### config.mk
export PLATFORM = sky130hd
export DESIGN_NAME = bae_ctrl
export DESIGN_NICKNAME = d
export VERILOG_FILES = /design/src/bae_pkg.sv /design/src/bae_ctrl.sv
export VERILOG_INCLUDE_DIRS = /design/src /design/src/src
export SDC_FILE = /design/constraint.sdc
export NUM_CORES = 1
export LEC_CHECK = 0
export BUFFER_PORTS_ARGS = -buffer_cell sky130_fd_sc_hd__buf_4
export CAP_MARGIN = 30
export CORE_AREA = 2 2 39 41
export DETAILED_ROUTE_END_ITERATION = 6
export DIE_AREA = 0 0 41 43
export PLACE_DENSITY_LB_ADDON = 0.12
export REMOVE_ABC_BUFFERS = 1
export SYNTH_ARGS = -nofsm -noshare
export SYNTH_HDL_FRONTEND = slang
export SYNTH_SLANG_ARGS = --single-unit
### constraint.sdc
create_clock -name aclk -period 1.1 [get_ports aclk]
set_input_delay 0.165 -clock aclk [delete_from_list [all_inputs] [get_ports aclk]]
set_output_delay 0.165 -clock aclk [all_outputs]
set_load 0.005 [all_outputs]
### src/baro_altitude_estimator_defines.svh
// Assertion macros for the barometric altitude estimator RTL.
// Depends on nothing; included by bae_ctrl, which carries concurrent assertions.
`ifndef BARO_ALTITUDE_ESTIMATOR_DEFINES_SVH
`define BARO_ALTITUDE_ESTIMATOR_DEFINES_SVH

// Implication checked on every clock edge outside reset.
`define BAE_ASSERT_IMP(label, clk, rstn, ante, cons, msg) \
    label: assert property (@(posedge clk) disable iff (!rstn) (ante) |-> (cons)) \
        else $error(msg);

// Implication checked in the cycle after the antecedent.
`define BAE_ASSERT_NEXT(label, clk, rstn, ante, cons, msg) \
    label: assert property (@(posedge clk) disable iff (!rstn) (ante) |=> (cons)) \
        else $error(msg);

`endif

### src/bae_pkg.sv
// Package for the barometric altitude estimator: widths, constants, FSM type.
// No dependencies.
package bae_pkg;

    localparam int PRESS_W    = 21;
    localparam int TEMP_W     = 15;
    localparam int GAIN_W     = 16;
    localparam int ALT_W      = 22;
    localparam int FILT_W     = 37;
    localparam int MANT_BITS  = 30;
    localparam int CFG_ADDR_W = 1;
    localparam int CFG_DATA_W = 21;
    localparam int LOG_FRAC_BITS_DEF = 16;

    localparam logic [CFG_ADDR_W-1:0] REG_FILTER_GAIN = 1'b0;
    localparam logic [CFG_ADDR_W-1:0] REG_REF_PRESS   = 1'b1;

    localparam logic [GAIN_W-1:0]  GAIN_RESET  = 16'd6554;
    localparam logic [PRESS_W-1:0] REF_RESET   = 21'd1621200;
    localparam logic [20:0]        ALT_SCALE_K = 21'd1329702;
    localparam logic [15:0]        KELVIN_CENTI = 16'd27315;
    localparam logic [ALT_W-1:0]   ALT_LIMIT   = 22'd2000000;

    typedef enum logic [3:0] {
        ST_IDLE,
        ST_FILT,
        ST_NORM,
        ST_SQ_F,
        ST_SQ_R,
        ST_DIFF,
        ST_MULT,
        ST_SCALE,
        ST_SAT,
        ST_OUT
    } bae_state_t;

    // Commands from controller to datapath.
    typedef struct packed {
        logic load_in;
        logic filt;
        logic norm;
        logic sq_step;
        logic diff;
        logic mult;
        logic scale;
        logic sat;
    } bae_cmd_t;

    // Status from datapath to controller.
    typedef struct packed {
        logic enable;
        logic sq_done;
    } bae_stat_t;

endpackage

### src/bae_ctrl.sv
// Controller FSM of the barometric altitude estimator.
// Depends on bae_pkg and the assertion macro header.
`include "baro_altitude_estimator_defines.svh"

module bae_ctrl (
    input  logic              aclk,
    input  logic              aresetn,
    input  logic              s_tvalid,
    output logic              s_tready,
    output logic              m_tvalid,
    input  logic              m_tready,
    input  bae_pkg::bae_stat_t stat,
    output bae_pkg::bae_cmd_t  cmd
);
    import bae_pkg::*;

    bae_state_t state_reg, state_next;

    // State register.
    always_ff @(posedge aclk) begin
        if (!aresetn) begin
            state_reg <= ST_IDLE;
        end else begin
            state_reg <= state_next;
        end
    end

    // Next state: squares run until the datapath reports the last fraction bit.
    always_comb begin
        state_next = state_reg;
        unique case (state_reg)
            ST_IDLE:  if (s_tvalid) state_next = ST_FILT;
            ST_FILT:  state_next = stat.enable ? ST_NORM : ST_OUT;
            ST_NORM:  state_next = ST_SQ_F;
            ST_SQ_F:  state_next = ST_SQ_R;
            ST_SQ_R:  state_next = stat.sq_done ? ST_DIFF : ST_SQ_F;
            ST_DIFF:  state_next = ST_MULT;
            ST_MULT:  state_next = ST_SCALE;
            ST_SCALE: state_next = ST_SAT;
            ST_SAT:   state_next = ST_OUT;
            ST_OUT:   if (m_tready) state_next = ST_IDLE;
            default:  state_next = ST_IDLE;
        endcase
    end

    // Outputs.
    always_comb begin
        cmd = '0;
        s_tready = 1'b0;
        m_tvalid = 1'b0;
        unique case (state_reg)
            ST_IDLE: begin
                s_tready = 1'b1;
                cmd.load_in = s_tvalid;
            end
            ST_FILT:  cmd.filt = 1'b1;
            ST_NORM:  cmd.norm = 1'b1;
            ST_SQ_F:  cmd.sq_step = 1'b1;
            ST_SQ_R:  cmd.sq_step = 1'b1;
            ST_DIFF:  cmd.diff = 1'b1;
            ST_MULT:  cmd.mult = 1'b1;
            ST_SCALE: cmd.scale = 1'b1;
            ST_SAT:   cmd.sat = 1'b1;
            ST_OUT:   m_tvalid = 1'b1;
            default: begin
                cmd = '0;
            end
        endcase
    end

    `BAE_ASSERT_IMP(a_no_overlap, aclk, aresetn, s_tready, !m_tvalid,
        "input and output handshakes open together")
    `BAE_ASSERT_NEXT(a_accept_leaves_idle, aclk, aresetn, s_tvalid && s_tready,
        !s_tready, "controller took a second item while busy")
    `BAE_ASSERT_NEXT(a_hold_result, aclk, aresetn, m_tvalid && !m_tready,
        m_tvalid, "result dropped while stalled")

endmodule

Yosys cells after proc, flatten, opt, wreduce, memory -nomap -nowiden
Index checks and enable logic that the tools add are counted.

storage, ports and cells
  bits in writable memories = 0
  bits of input ports = 6
  word-level logic and storage cells = 30
  bits in read-only memories = 0
  memories kept = 0
  latch bits = 0
  register bits = 4

operators by class
  magnitude comparators = 0
  bitwise logic cells = 0
  $mul = 0
  add/subtract/negate cells = 0
  shifts and indexed selects = 0
  div/mod/pow operators = 0
  equal/unequal tests = 11
  multiplexer cells = 15
  reductions and logical operators = 3

operators with widths
  kind                  number
  $pmux W4 S10          1
  $eq A4 B3 Y1 const B  4
  $mux W4               3
  $mux W1               10
  $eq A4 B2 Y1 const B  2
  $eq A4 B4 Y1 const B  2
  $eq A4 B1 Y1 const B  1
  $logic_not A4 Y1      1
  $ne A2 B2 Y1 const B  2
  $mux W3               1
  $reduce_and A2 Y1     1
  $reduce_or A2 Y1      1

Depth between registers and ports, before layout
  depth in word-level cells = 3
  mapped depth = 4
  mapped depth without buffers = 3

Worst setup path before layout
OpenSTA, ideal clock, no wires.

  kind = register to output
  start = reg state_reg[3]
  end = out cmd[7] in the netlist's numbering
  data arrival time = 0.878 ns
  data required time = 0.935 ns
  buffers on the path = 1
  stages on the path, launching flop included = 4
  slack = 0.057 ns
  cell sequence = dfxtp_1 > buf_6 > nor4_2 > and2_1

RTL lines
  what                    line            source
  start, declared         bae_ctrl.sv:17  bae_state_t state_reg, state_next;
  start signal, assigned  bae_ctrl.sv:24  state_reg <= state_next;
  end, declared           bae_ctrl.sv:13  output bae_pkg::bae_cmd_t cmd

==> flow_metrics.tcl <==
set metrics [dict create \
    cp_data_arrival_time_ns 1.25 \
    rsz0062_at_grt "true" \
    yosysSeqAreaShare_pct 22.5 \
    largest_reg_flops 4 \
    cts_tree "built" \
    first_pass_iters 4 \
    finalSetupViolCount 11 \
    grt_pass1_wl_um 1650 \
    worst_ep_required_time_ns 0.94 \
    coreArea_um2 1380 \
    crit_start "state_reg[1]" \
    status "finished, violations left" \
    final_cell_mix "buf_4, nand2_1, buf_6" \
    slew_viol_final 0 \
    place.gp.congestion 0.718 \
    yosysTopAreaCell "dfxtp_1" \
    route.detailed.drc 0 \
    path_buf_inv 3 \
    rr_endpoint "state_reg[0]" \
    worst_path_max_delay_cell "dfxtp_4" \
    fin_crit_ns 1.42 \
    cts-buffers-inserted 3 \
    synth_area_um2 355 \
    synth_warnings 0 \
    powerDensity_nw_per_um2 2010 \
    max_freq_mhz 704 \
    ys_seq_elements 4 \
    cts.sinks 4 \
    fin_skew_ns 0.00330 \
    path_cells "buf_6 -> buf_4 -> nand2b_4 -> nor3_4 -> buf_4" \
    synth_cell_type_count 25 \
    synth_area_leaders "dfxtp_1, buf_6, nand2b_1" \
    hp-class "in -> reg" \
    vias 409 \
    clk_pin_slew_ns 0.04 \
    utilization_pct 50.6 \
    violations "setup timing" \
    critPathMaxStageDelay_ns 0.34 \
    dr.first_iter.drc_count 5 \
    grt_antenna_before_repair 0 \
    worst_slack_ns -0.320 \
    crit_fanout 3 \
    die_h_um 43 \
    power.total_mw 1.41 \
    max_slew.worst_pin.slew_ns 0.236 \
    totalWireLength_um 989 \
    clk_latency_ns 0.24 \
    drtAntennaViolNets 0 \
    grt_overflow 0 \
    ctsLongestPathBuffers 2 \
    die-area_um2 1760 \
    start_util_pct 25.7 \
    yosysTopAreaCellShare_pct 22.5 \
    cp-end-kind "primary output" \
    syn2layout_area_growth_pct 97.2 \
    synth_cells 45 \
    p_leak_nw 0.309 \
    critPathKind "reg -> out" \
    fp.dieW_um 41 \
    setup.worst_path.end "cmd[6]" \
    path_depth 5 \
    fin_crit_sh_pct 129 \
    reg2reg_slack_ns -0.01 \
    port_buffers 15 \
    drv.max_cap_violation_count 0 \
    start_kind "register" \
    root_buffer "clkbuf_4" \
    dp_hpwl_um 645 \
    layout_commonest_cell "buf_4" \
    syn_area_per_cell_um2 7.90 \
    routed_via_density 4.60 \
    row_count 14 \
    worstReg2RegStart "state_reg[0]" \
    grtUsageTotal_pct 13.2 \
    r2r_cells 5 \
    ios 16 \
    relSlewSlack_pct 84.2 \
    routedWlPerCell_um 11.1 \
    drive_above_1_share_pct 72.6 \
    grt_pass1_vias 383 \
    path_delay_family "buffers and inverters" \
    peakVddDrop_mv 1.16 \
    fin_nets 81 \
    diodes 0 \
    htree_levels 1 \
    grt_max_degree 10 \
    finalHoldViolCount 0 \
    worst_path_most_repeated_cell "buf_4" \
]
[final cells by class]
type                       instances  area (um2)
sequential                         4        92.6
fill                             137         683
timing repair buffer              29         253
clock buffer                       3        22.5
multi-input combinational         37         313
tap                               16        20.0
[synth_stat cells, drive strengths merged]
cell / count
nand3: 1
or2: 1
o2bb2ai: 1
o21ai: 2
nor3: 5
nor2b: 2
o22ai: 1
nand2: 5
xor2: 1
buf: 4
o31ai: 1
dfxtp: 4
nor4: 1
o21bai: 1
and2: 1
nand2b: 5
and4b: 1
nor2: 6
a21oi: 2
[per-stage QoR]
stage	std cells	hold slack, ns	setup WS (ns)	TNS (ns)	cell area (um2)
6_report	89	0.150	-0.320	-2.22	701
4_1_cts	89	0.140	-0.312	-2.29	676
3_5_place_dp	80	0.400	-0.101	-0.244	515
2_1_floorplan	41	0.282	-0.0202	-0.0202	310
3_3_place_gp	80	0.397	-0.0994	-0.261	515
5_1_grt	89	0.166	-0.385	-2.90	701
[how the worst min path moves through the flow]
stage / from / endpoint / slack [ns] / cells after the start
floorplan: aresetn / state_reg[3] / 0.28 / 1
global placement: aresetn / state_reg[3] / 0.40 / 2
detailed placement: aresetn / state_reg[3] / 0.40 / 2
CTS: aresetn / state_reg[3] / 0.14 / 2
global route: aresetn / state_reg[3] / 0.17 / 2
finish: aresetn / state_reg[3] / 0.15 / 2
[power breakdown]
part           internal (mW)  leakage [nW]  switching [mW]
clock                  0.122        0.0138          0.0664
combinational          0.583         0.260           0.364
sequential             0.199        0.0353          0.0728
total                  0.905         0.309           0.503
[logic make-up (layout without fill, tap and decap cells)]
family | after synthesis | after routing | share of synthesized area [%]
DFF | 4 | 4 | 22.5
and+or+nand+nor | 28 | 28 | 47.2
xor gates and xnor gates | 1 | 1 | 2.47
AOI/OAI and AO/OA | 8 | 8 | 15.1
buffers and inverters | 4 | 32 | 12.7
[worst reg2reg max path, stage by stage, from the launching register on]
cell     delay, ns
dfxtp_4       0.36
buf_12        0.13
buf_8         0.11
nor2b_4       0.12
o31ai_2       0.17
o22ai_1       0.10
[per-layer routing]
| layer | GRT usage, % | vias up | wire, um |
|---|---|---|---|
| met4 | 2.00 | 0 | 0 |
| met3 | 4.71 | 0 | 42 |
| met1 | 19.2 | 193 | 431 |
| li1 | - | 208 | - |
| met5 | 0 | - | 0 |
| met2 | 18.8 | 8 | 514 |
[timing repair]
| action | 4_1_cts | 5_1_grt |
|---|---|---|
| endpoints found under the setup margin | 11 | 13 |
| pin swaps | 7 | 2 |
| hold buffers | 0 | 0 |
| setup buffers | 6 | 0 |
| resized for setup | 24 | 6 |
(Power assumes the default switching activity.)
